<file path="src/rtl/hsv_pkg.sv">
package hsv_pkg;

    // Hue scale: degrees times 64, one sector is 60 degrees.
    localparam logic [14:0] HUE_FULL   = 15'd23040;
    localparam logic [11:0] HUE_SECTOR = 12'd3840;
    localparam logic [14:0] HUE_B1     = 15'd3840;
    localparam logic [14:0] HUE_B2     = 15'd7680;
    localparam logic [14:0] HUE_B3     = 15'd11520;
    localparam logic [14:0] HUE_B4     = 15'd15360;
    localparam logic [14:0] HUE_B5     = 15'd19200;

    // Divisor of the q and t levels (255 * 3840), its half for rounding,
    // and a reciprocal scaled by 2^QT_SHIFT, rounded down.
    localparam logic [19:0] DEN_QT   = 20'd979200;
    localparam logic [27:0] QT_HALF  = 28'd489600;
    localparam logic [18:0] QT_RECIP = 19'd280716;
    localparam int          QT_SHIFT = 38;

    // Divisor of the p level and its rounding offset.
    localparam logic [7:0]  DEN_P    = 8'd255;
    localparam logic [15:0] P_HALF   = 16'd127;

    typedef enum logic [2:0] {
        SEC_0 = 3'd0,
        SEC_1 = 3'd1,
        SEC_2 = 3'd2,
        SEC_3 = 3'd3,
        SEC_4 = 3'd4,
        SEC_5 = 3'd5
    } t_sector;

    // Load enables for the three stages of a level divider.
    typedef struct packed {
        logic en_a;
        logic en_b;
        logic en_c;
    } t_div_ctl;

endpackage

</file>
<file path="src/rtl/hsv_qt_div.sv">
module hsv_qt_div (
    input  logic              i_clk,
    input  hsv_pkg::t_div_ctl i_ctl,
    input  logic [7:0]        i_brightness,
    input  logic [19:0]       i_prod,
    output logic [7:0]        o_level
);
    import hsv_pkg::*;

    // Computes round(v * (DEN_QT - prod) / DEN_QT) with ties rounded up.
    logic [27:0] r_num;
    logic [27:0] n_num;
    logic [27:0] r_num_b;
    logic [8:0]  r_est;
    logic [46:0] w_scaled;
    logic [8:0]  n_est;
    logic [28:0] w_rem;
    logic [7:0]  r_level;
    logic [7:0]  n_level;

    assign n_num = ({20'd0, i_brightness} * {8'd0, DEN_QT - i_prod}) + QT_HALF;

    // The reciprocal estimate is the true quotient or one below it.
    assign w_scaled = {19'd0, r_num} * {28'd0, QT_RECIP};
    assign n_est    = w_scaled[46:QT_SHIFT];

    assign w_rem   = {1'b0, r_num_b} - ({20'd0, r_est} * {9'd0, DEN_QT});
    assign n_level = (w_rem >= {9'd0, DEN_QT}) ? 8'(r_est + 9'd1) : r_est[7:0];

    always_ff @(posedge i_clk) begin
        if (i_ctl.en_a) begin
            r_num <= n_num;
        end
        if (i_ctl.en_b) begin
            r_num_b <= r_num;
            r_est   <= n_est;
        end
        if (i_ctl.en_c) begin
            r_level <= n_level;
        end
    end

    assign o_level = r_level;

endmodule

</file>
<file path="src/rtl/hsv_to_rgb_converter_unit.sv">
// HSV to RGB pixel converter.
// The input stream carries one pixel per transaction: hue in degrees times 64,
// saturation and value as fractions of 255. The output stream carries one
// transaction per input transaction with the red, green and blue channels,
// rounded to nearest, in the same order as the input.
// The datapath is a five-stage pipeline: sector split, products, the p estimate
// with the first divider stage, the p correction with the reciprocal estimates,
// and the q and t corrections. One pixel is accepted in every cycle while the
// receiver keeps up.
// Every stage has its own valid bit and loads whenever it is empty or the stage
// after it moves, so a stalled receiver only holds the last stage and bubbles
// ahead of it are filled; the input side keeps accepting until all five
// stages are full. Nothing is dropped or repeated under a stall.
// A synchronous active-low reset clears all valid bits, so the output stream
// is idle after reset; the data registers are not reset.
module hsv_to_rgb_converter_unit (
    input  logic        i_clk,
    input  logic        i_rst_n,
    input  logic        s_axis_tvalid,
    output logic        s_axis_tready,
    input  logic [31:0] s_axis_tdata,   // hue[14:0], saturation[22:15], brightness[30:23]
    output logic        m_axis_tvalid,
    input  logic        m_axis_tready,
    output logic [23:0] m_axis_tdata    // red[7:0], green[15:8], blue[23:16]
);
    import hsv_pkg::*;

    // Stage valid bits and per-stage load enables.
    logic [4:0] r_vld;
    logic [4:0] w_rdy;

    assign w_rdy[4] = !r_vld[4] || m_axis_tready;
    assign w_rdy[3] = !r_vld[3] || w_rdy[4];
    assign w_rdy[2] = !r_vld[2] || w_rdy[3];
    assign w_rdy[1] = !r_vld[1] || w_rdy[2];
    assign w_rdy[0] = !r_vld[0] || w_rdy[1];

    assign s_axis_tready = w_rdy[0];
    assign m_axis_tvalid = r_vld[4];

    always_ff @(posedge i_clk) begin
        if (!i_rst_n) begin
            r_vld <= 5'd0;
        end else begin
            if (w_rdy[0]) r_vld[0] <= s_axis_tvalid;
            if (w_rdy[1]) r_vld[1] <= r_vld[0];
            if (w_rdy[2]) r_vld[2] <= r_vld[1];
            if (w_rdy[3]) r_vld[3] <= r_vld[2];
            if (w_rdy[4]) r_vld[4] <= r_vld[3];
        end
    end

    // Stage 1: set hues of a full turn or more to zero, then split the hue
    // into its sector and the offset within that sector.
    logic [14:0] w_hue;
    logic [7:0]  w_sat;
    logic [7:0]  w_val;
    logic [14:0] w_hue_c;
    logic [14:0] w_base;
    t_sector     n1_sec;
    t_sector     r1_sec;
    logic [11:0] r1_fr;
    logic [7:0]  r1_sat;
    logic [7:0]  r1_val;

    assign w_hue   = s_axis_tdata[14:0];
    assign w_sat   = s_axis_tdata[22:15];
    assign w_val   = s_axis_tdata[30:23];
    assign w_hue_c = (w_hue >= HUE_FULL) ? 15'd0 : w_hue;

    always_comb begin
        priority if (w_hue_c >= HUE_B5) begin
            n1_sec = SEC_5;
            w_base = HUE_B5;
        end else if (w_hue_c >= HUE_B4) begin
            n1_sec = SEC_4;
            w_base = HUE_B4;
        end else if (w_hue_c >= HUE_B3) begin
            n1_sec = SEC_3;
            w_base = HUE_B3;
        end else if (w_hue_c >= HUE_B2) begin
            n1_sec = SEC_2;
            w_base = HUE_B2;
        end else if (w_hue_c >= HUE_B1) begin
            n1_sec = SEC_1;
            w_base = HUE_B1;
        end else begin
            n1_sec = SEC_0;
            w_base = 15'd0;
        end
    end

    // Stage 2: saturation times the fraction and its complement, and the
    // rounded numerator of the p level.
    t_sector     r2_sec;
    logic [7:0]  r2_val;
    logic [19:0] r2_dq;
    logic [19:0] r2_dt;
    logic [15:0] r2_pn;

    // Stage 3: p estimate through the reciprocal of 255.
    t_sector     r3_sec;
    logic [7:0]  r3_val;
    logic [15:0] r3_pn;
    logic [8:0]  r3_pe;
    logic [24:0] w_p257;

    // Stage 4: p correction.
    t_sector     r4_sec;
    logic [7:0]  r4_val;
    logic [7:0]  r4_p;
    logic [16:0] w_prem;
    logic [7:0]  n4_p;

    // Stage 5: registers feeding the channel routing.
    t_sector     r5_sec;
    logic [7:0]  r5_val;
    logic [7:0]  r5_p;
    logic [7:0]  w_q;
    logic [7:0]  w_t;

    assign w_p257 = {9'd0, r2_pn} * 25'd257;
    assign w_prem = {1'b0, r3_pn} - ({8'd0, r3_pe} * {9'd0, DEN_P});
    assign n4_p   = (w_prem >= {9'd0, DEN_P}) ? 8'(r3_pe + 9'd1) : r3_pe[7:0];

    always_ff @(posedge i_clk) begin
        if (w_rdy[0]) begin
            r1_sec <= n1_sec;
            r1_fr  <= 12'(w_hue_c - w_base);
            r1_sat <= w_sat;
            r1_val <= w_val;
        end
        if (w_rdy[1]) begin
            r2_sec <= r1_sec;
            r2_val <= r1_val;
            r2_dq  <= {12'd0, r1_sat} * {8'd0, r1_fr};
            r2_dt  <= {12'd0, r1_sat} * {8'd0, HUE_SECTOR - r1_fr};
            r2_pn  <= ({8'd0, r1_val} * {8'd0, DEN_P - r1_sat}) + P_HALF;
        end
        if (w_rdy[2]) begin
            r3_sec <= r2_sec;
            r3_val <= r2_val;
            r3_pn  <= r2_pn;
            r3_pe  <= w_p257[24:16];
        end
        if (w_rdy[3]) begin
            r4_sec <= r3_sec;
            r4_val <= r3_val;
            r4_p   <= n4_p;
        end
        if (w_rdy[4]) begin
            r5_sec <= r4_sec;
            r5_val <= r4_val;
            r5_p   <= r4_p;
        end
    end

    // The q and t levels run through their own three-stage dividers,
    // aligned with stages 3 to 5.
    t_div_ctl w_div_ctl;

    assign w_div_ctl.en_a = w_rdy[2];
    assign w_div_ctl.en_b = w_rdy[3];
    assign w_div_ctl.en_c = w_rdy[4];

    hsv_qt_div u_div_q (
        .i_clk        (i_clk),
        .i_ctl        (w_div_ctl),
        .i_brightness (r2_val),
        .i_prod       (r2_dq),
        .o_level      (w_q)
    );

    hsv_qt_div u_div_t (
        .i_clk        (i_clk),
        .i_ctl        (w_div_ctl),
        .i_brightness (r2_val),
        .i_prod       (r2_dt),
        .o_level      (w_t)
    );

    // Route value, p, q and t to the channels by sector. The routing reads
    // only stage 5 registers, so the output holds steady during a stall.
    logic [7:0] w_red;
    logic [7:0] w_green;
    logic [7:0] w_blue;

    always_comb begin
        unique case (r5_sec)
            SEC_0: begin
                w_red = r5_val; w_green = w_t;    w_blue = r5_p;
            end
            SEC_1: begin
                w_red = w_q;    w_green = r5_val; w_blue = r5_p;
            end
            SEC_2: begin
                w_red = r5_p;   w_green = r5_val; w_blue = w_t;
            end
            SEC_3: begin
                w_red = r5_p;   w_green = w_q;    w_blue = r5_val;
            end
            SEC_4: begin
                w_red = w_t;    w_green = r5_p;   w_blue = r5_val;
            end
            default: begin
                w_red = r5_val; w_green = r5_p;   w_blue = w_q;
            end
        endcase
    end

    assign m_axis_tdata = {w_blue, w_green, w_red};

endmodule

</file>
<file path="config.mk">
export PLATFORM = sky130hd
export DESIGN_NAME = hsv_to_rgb_converter_unit
export DESIGN_NICKNAME = d
export VERILOG_FILES = /design/src/rtl/hsv_pkg.sv /design/src/rtl/hsv_qt_div.sv /design/src/rtl/hsv_to_rgb_converter_unit.sv
export SDC_FILE = /design/constraint.sdc
export NUM_CORES = 2
export LEC_CHECK = 0
export BUFFER_PORTS_ARGS = -buffer_cell sky130_fd_sc_hd__buf_2
export CAP_MARGIN = 10
export CORE_ASPECT_RATIO = 0.75
export CORE_UTILIZATION = 50
export CTS_BUF_LIST = sky130_fd_sc_hd__clkbuf_8
export DETAILED_ROUTE_END_ITERATION = 12
export GPL_TIMING_DRIVEN = 0
export PLACE_DENSITY_LB_ADDON = 0.12
export SYNTH_ARGS = -nofsm -noshare
export SYNTH_HDL_FRONTEND = slang
export SYNTH_HIERARCHICAL = 1
export SYNTH_SLANG_ARGS = --single-unit
</file>
<file path="constraint.sdc">
create_clock -name i_clk -period 7.9 [get_ports i_clk]
set_input_delay 0.79 -clock i_clk [delete_from_list [all_inputs] [get_ports i_clk]]
set_output_delay 0.79 -clock i_clk [all_outputs]
set_load 0.03 [all_outputs]
</file>
======== Word-level counts from Yosys, hierarchy flattened ========
Index checks and enable logic that the tools add are counted.
storage, ports and cells
  bits in latches ......................... 0
  register bits ........................... 323
  memories kept ........................... 0
  ROM bits ................................ 0
  RAM bits ................................ 0
  logic and storage cells ................. 103
  input bits .............................. 36
  output and inout port bits .............. 26
cells by class
  mux-type cells .......................... 16
  multipliers ............................. 11
  order comparisons ....................... 9
  add/sub/neg operators ................... 14
  eq/ne operators ......................... 4
  bitwise logic cells ..................... 0
  reduce and logical (&&, ||, !) cells .... 16
  divide/modulo/power cells ............... 0
  shift-type cells ........................ 0
operator list
  operator                                                number
  multiplier 28 x 17 -> 45 bit (second input constant)    2
  case mux 8 bit (3 select lines)                         3
  2-to-1 mux 12 bit                                       5
  >= comparator 29 x 20 -> 1 bit (second input constant)  2
  subtractor 28 x 29 -> 29 bit                            2
  adder 28 x 19 -> 28 bit (second input constant)         2
  multiplier 8 x 20 -> 28 bit                             2
  multiplier 9 x 12 -> 21 bit (second input constant)     2
  multiplier 8 x 12 -> 20 bit                             2
  subtractor 20 bit (first input constant)                2
  >= comparator 15 x 14 -> 1 bit (second input constant)  2
  >= comparator 15 bit (second input constant)            2
  multiplier 16 x 9 -> 25 bit (second input constant)     1
  adder 8 x 1 -> 8 bit (second input constant)            3
  2-to-1 mux 8 bit                                        3
  >= comparator 17 x 8 -> 1 bit (second input constant)   1
  multiplier 9 x 8 -> 17 bit (second input constant)      1
  subtractor 16 x 17 -> 17 bit                            1
  adder 16 x 7 -> 16 bit (second input constant)          1
  multiplier 8 x 8 -> 16 bit                              1
  >= comparator 15 x 12 -> 1 bit (second input constant)  1
  >= comparator 15 x 13 -> 1 bit (second input constant)  1
  2-to-1 mux 15 bit                                       1
  subtractor 12 bit                                       1
  other kinds (11)                                        26

======== Logic depth before layout (Yosys ltp) ========
  word-level depth ........................ 9
  mapped depth ............................ 26
  gate-level depth less buffers ........... 25

======== Modules after synthesis ========
Netlist, hierarchy kept.
by module, submodules not included
  module                     times used  seq. area each (µm²)  cells an instance  area an instance (µm²)
  hsv_to_rgb_converter_unit  1           5,235.0               1,757              18,206.2
  hsv_qt_div at u_div_q      1           1,951.9               1,644              15,781.4
  hsv_qt_div at u_div_t      1           1,951.9               1,615              15,633.7

======== Worst setup path before layout ========
OpenSTA, ideal clock, no wires.
  path kind ............................... flip-flop to flip-flop
  from .................................... register u_div_t.r_est[6]
  to ...................................... register u_div_t.r_level[1] (netlist: u_div_t/o_level[1]) (data pin)
  arrival ................................. 6,120 ps
  path slack .............................. 1,519 ps
  buffers on the path ..................... 0
  stages on the path, launching flop included .. 24
  data required time ...................... 7,640 ps
  setup time .............................. 260 ps
  period minus slack after synthesis ...... 6,381 ps
  cells stage by stage .................... edfxtp_1 -> fa_1 -> inv_1 -> fa_1 -> inv_1 -> fa_1 -> inv_1 -> fa_1 -> inv_1 -> ha_1 -> and3_1 -> a21oi_1 -> o21ai_0 -> o211ai_1 -> xor2_1 -> ha_1 -> a21o_1 -> or3_1 -> a211o_1 -> a2111oi_4 -> nor3_4 -> xor2_2 -> nor2_2 -> mux2_4
between the ends
  cells in the longest elaborated chain, start to end .. 4
RTL lines
  item                            line              source
  from (decl)                     hsv_qt_div.sv:14  logic [8:0] r_est;
  from (signal assigned)          hsv_qt_div.sv:36  r_est <= n_est;
  multiplier 9 x 12 -> 21 bit     hsv_qt_div.sv:27  assign w_rem = {1'b0, r_num_b} - ({20'd0, r_est} * {9'd0, DEN_QT});
  subtractor 28 x 29 -> 29 bit    hsv_qt_div.sv:27
  >= comparator 29 x 20 -> 1 bit  hsv_qt_div.sv:28  assign n_level = (w_rem >= {9'd0, DEN_QT}) ? 8'(r_est + 9'd1) : r_est[7:0];
  2-to-1 mux 8 bit                hsv_qt_div.sv:28
  via u_div_t.n_level[1]          hsv_qt_div.sv:19  logic [7:0] n_level;
  to (signal assigned)            hsv_qt_div.sv:39  r_level <= n_level;
  to (decl)                       hsv_qt_div.sv:18  logic [7:0] r_level;
The timed path passes the listed nets, and every way through them passes these cells.
A chain may end at the register's enable or synchronous reset.

======== Worst setup path after layout ========
  from .................................... register r2_dt[2]
  to ...................................... register u_div_t.r_num[27] (data pin)
between the ends
  cells in the longest elaborated chain, start to end .. 3
RTL lines
  item                         line                              source
  from (decl)                  hsv_to_rgb_converter_unit.sv:98   logic [19:0] r2_dt;
  from (signal assigned)       hsv_to_rgb_converter_unit.sv:137  r2_dt <= {12'd0, r1_sat} * {8'd0, HUE_SECTOR - r1_fr};
  subtractor 20 bit            hsv_qt_div.sv:21                  assign n_num = ({20'd0, i_brightness} * {8'd0, DEN_QT - i_prod}) + QT_HALF;
  multiplier 8 x 20 -> 28 bit  hsv_qt_div.sv:21
  adder 28 x 19 -> 28 bit      hsv_qt_div.sv:21
  via u_div_t.n_num[27]        hsv_qt_div.sv:12                  logic [27:0] n_num;
  to (signal assigned)         hsv_qt_div.sv:32                  r_num <= n_num;
  to (decl)                    hsv_qt_div.sv:11                  logic [27:0] r_num;
The timed path passes the listed nets, and every way through them passes these cells.

==> impl_metrics.json <==
{
  "outcome": "finished clean",
  "ios": 62,
  "core_area_sq_mm": 0.0977,
  "cts_num_sinks": 306,
  "setup_slack_ns": 0.565,
  "hp-class": "in -> reg",
  "syn_to_final_growth_pct": 6.43,
  "postCtsSetupRepairBufs": 0,
  "dr.pass1.iters": 8,
  "fin_crit_sh_pct": 92.9,
  "drv_slew": 0,
  "rsz0062_at_grt": "false",
  "clkTransAtPathRegs_ns": 0.07,
  "yosys.area_share.adder_pct": 46.6,
  "synth_compound_area_share_pct": 8.77,
  "io_buffer_count": 60,
  "mostFrequentLayoutCell": "inv_1",
  "place_ws_ns": 0.165,
  "synthCells": 5016,
  "tightest_slew_ns": 0.967,
  "drive_above_1_share_pct": 4.83,
  "synthSimpleGateAreaFrac_pct": 12.9,
  "hold_viol": 0,
  "drc_errors": 0,
  "fin_setup_tns_ns": 0,
  "die_x_um": 366,
  "synthFlopType": "edfxtp_1",
  "grt_pass1_wl_um": 182000,
  "placedCellCount": 6392,
  "routed_wl_um": 111000,
  "ys_ff_latch": 306,
  "synthArstFlopShare_pct": 0,
  "layout_common_cells": "inv_1, ha_1, fa_1, nand2_1, edfxtp_1",
  "stdcell_count": 6491,
  "cts_buffers": 56,
  "synth_mux_area_share_pct": 0.840,
  "dpl.hpwl_um": 91400,
  "fmax_ghz": 0.136,
  "clk_latency_ns": 0.71,
  "routedWlPerCell_um": 17.1,
  "path_class": "reg -> reg",
  "ctsHtreeMaxLevel": 2,
  "synthXorXnorAreaFrac_pct": 3.70,
  "nets": 6624,
  "first_iter_violations": 2001,
  "yosysWarnings": 6,
  "slew_headroom_pct": 35.6,
  "grt_max_degree": 71,
  "grt_pass1_vias": 34463,
  "synth_area_sq_mm": 0.0496,
  "gr-usage-all-layers_pct": 22.7,
  "required_ns": 8.34,
  "die_h_um": 275,
  "cp.arrival_ns": 7.77,
  "place_area_sq_mm": 0.0517,
  "stdcell_area_sq_mm": 0.0528,
  "setup-violations-final": 0,
  "cts_buffer_depth": 3,
  "antenna_found_initial": 3,
  "synth_top_family_by_area": "adder cells",
  "max_cap_violations": 0,
  "vias": 34246,
  "cts.repair.resized": 0,
  "start_util_pct": 50.8,
  "num_rows": 99,
  "gr-total-overflow": 0,
  "vias_per_cell": 5.28,
  "syn_avg_cell_area_sq_um": 9.89,
  "synthDistinctLibCells": 111,
  "path_max_fanout": 8,
  "syn_nets": 6503,
  "period_minus_slack_ns": 7.34,
  "die-area_sq_mm": 0.101,
  "tritoncts": "yes",
  "cp-end-kind": "flip-flop",
  "gp_congestion": 0.898,
  "postCtsHoldBufs": 0,
  "clockRootBuffer": "clkbuf_8",
  "synth-edff-count": 301,
  "final_antenna_net_count": 0,
  "clock_skew_ns": 0.0594,
  "yosysSeqAreaShare_pct": 18.4,
  "crit_path_start_kind": "flip-flop"
}
-- flip-flops by register name, indices dropped and copies added (netlist names), 5 cells and up --
register         flops
r1_sat               8
r4_p                 8
u_div_t/o_level      8
r1_fr               12
u_div_t/r_est        9
u_div_t/r_num_b     20
r1_val               8
r3_pe                9
r2_pn               16
r4_val               8
r5_val               8
u_div_q/r_est        9
r2_dq               20
u_div_q/r_num       28
u_div_t/r_num       28
u_div_q/r_num_b     20
r2_dt               19
r_vld                5
r5_p                 8
u_div_q/o_level      8
r2_val               8
r3_val               8
r3_pn               16
-- critical path, stage by stage (launching register included) --
cell and delay [ns]:
edfxtp_1 0.46, nor4_1 0.49, nand2b_1 0.18, o41ai_2 0.44, nand2_1 0.21, a31oi_1 0.38
xor2_2 0.43, nand2_1 0.13, fa_1 0.53, inv_1 0.06, fa_1 0.53, fa_1 0.44
fa_1 0.49, ha_1 0.39, nand2_1 0.12, nand2b_1 0.06, a21oi_1 0.29, nand4b_1 0.27
a41o_1 0.36, a2111oi_0 0.38, o21bai_1 0.12, a21oi_1 0.18, xnor2_1 0.12
-- cell type report --
| cell class | count | area, sq um |
|---|---|---|
| diodes | 1 | 2.50 |
| plain buffers | 99 | 414 |
| clock buffers | 56 | 771 |
| clock inverters | 42 | 332 |
| fillers | 8811 | 44900 |
| inverters | 1049 | 3940 |
| multi-input cells | 3562 | 36200 |
| flip-flops and latches | 306 | 9140 |
| well taps | 1313 | 1640 |
| repair buffers | 63 | 383 |
-- per-layer routing --
layer | global-route usage (%) | share of wire (%) | vias up
met5 | 0 | 0.0072 | -
met4 | 5.19 | 2.0 | 2
met3 | 2.95 | 5.1 | 125
met2 | 34.4 | 42 | 734
met1 | 34.3 | 51 | 16714
li1 | - | - | 16671
-- cells by family after synthesis --
kind of cell	count (synthesis)
compound gates	632
fa+ha+maj	1451
buf+inv	1148
flops	306
mux	39
simple gates	1233
xor+xnor	207
-- per-stage QoR --
step / hold WS [ns] / utilization, %
2_1_floorplan: 0.400 / -
3_3_place_gp: 0.401 / 52.8
3_5_place_dp: 0.405 / 52.9
4_1_cts: 0.191 / 54.0
5_1_grt: 0.218 / 54.0
6_report: 0.262 / 54.0
-- path summary, 6_finish.rpt --
check / start / cells past startpoint / slack (ns) / to
setup / recovery: r2_dt[2]$_DFFE_PP_ / 22 / 0.56 / u_div_t/r_num[27]$_DFFE_PP_
hold / removal: s_axis_tdata[24] / 1 / 0.26 / r1_val[1]$_DFFE_PP_
setup reg to reg: r2_dt[2]$_DFFE_PP_ / 22 / 0.56 / u_div_t/r_num[27]$_DFFE_PP_
hold reg to reg: r4_sec[0]$_DFFE_PP_ / 0 / 0.39 / r5_sec[0]$_DFFE_PP_
-- synthesized netlist by cell type, drive strengths merged, types with 56 or more instances --
library cell / count / share of area, %
nand2: 368 / 2.8
inv: 1049 / 7.9
xnor2: 132 / 2.4
and2: 274 / 3.5
o21ai: 119 / 1.2
nor3: 69 / 0.75
nor2: 163 / 1.2
fa: 661 / 27
a21oi: 170 / 1.8
clkbuf: 84 / 0.64
ha: 790 / 20
edfxtp: 301 / 18
xor2: 75 / 1.3
nand2b: 77 / 0.97
nor2b: 61 / 0.77
a21o: 56 / 0.85
Power is not shown: default switching activity piles up to over one toggle a cycle in this logic, so the estimate is an artifact.
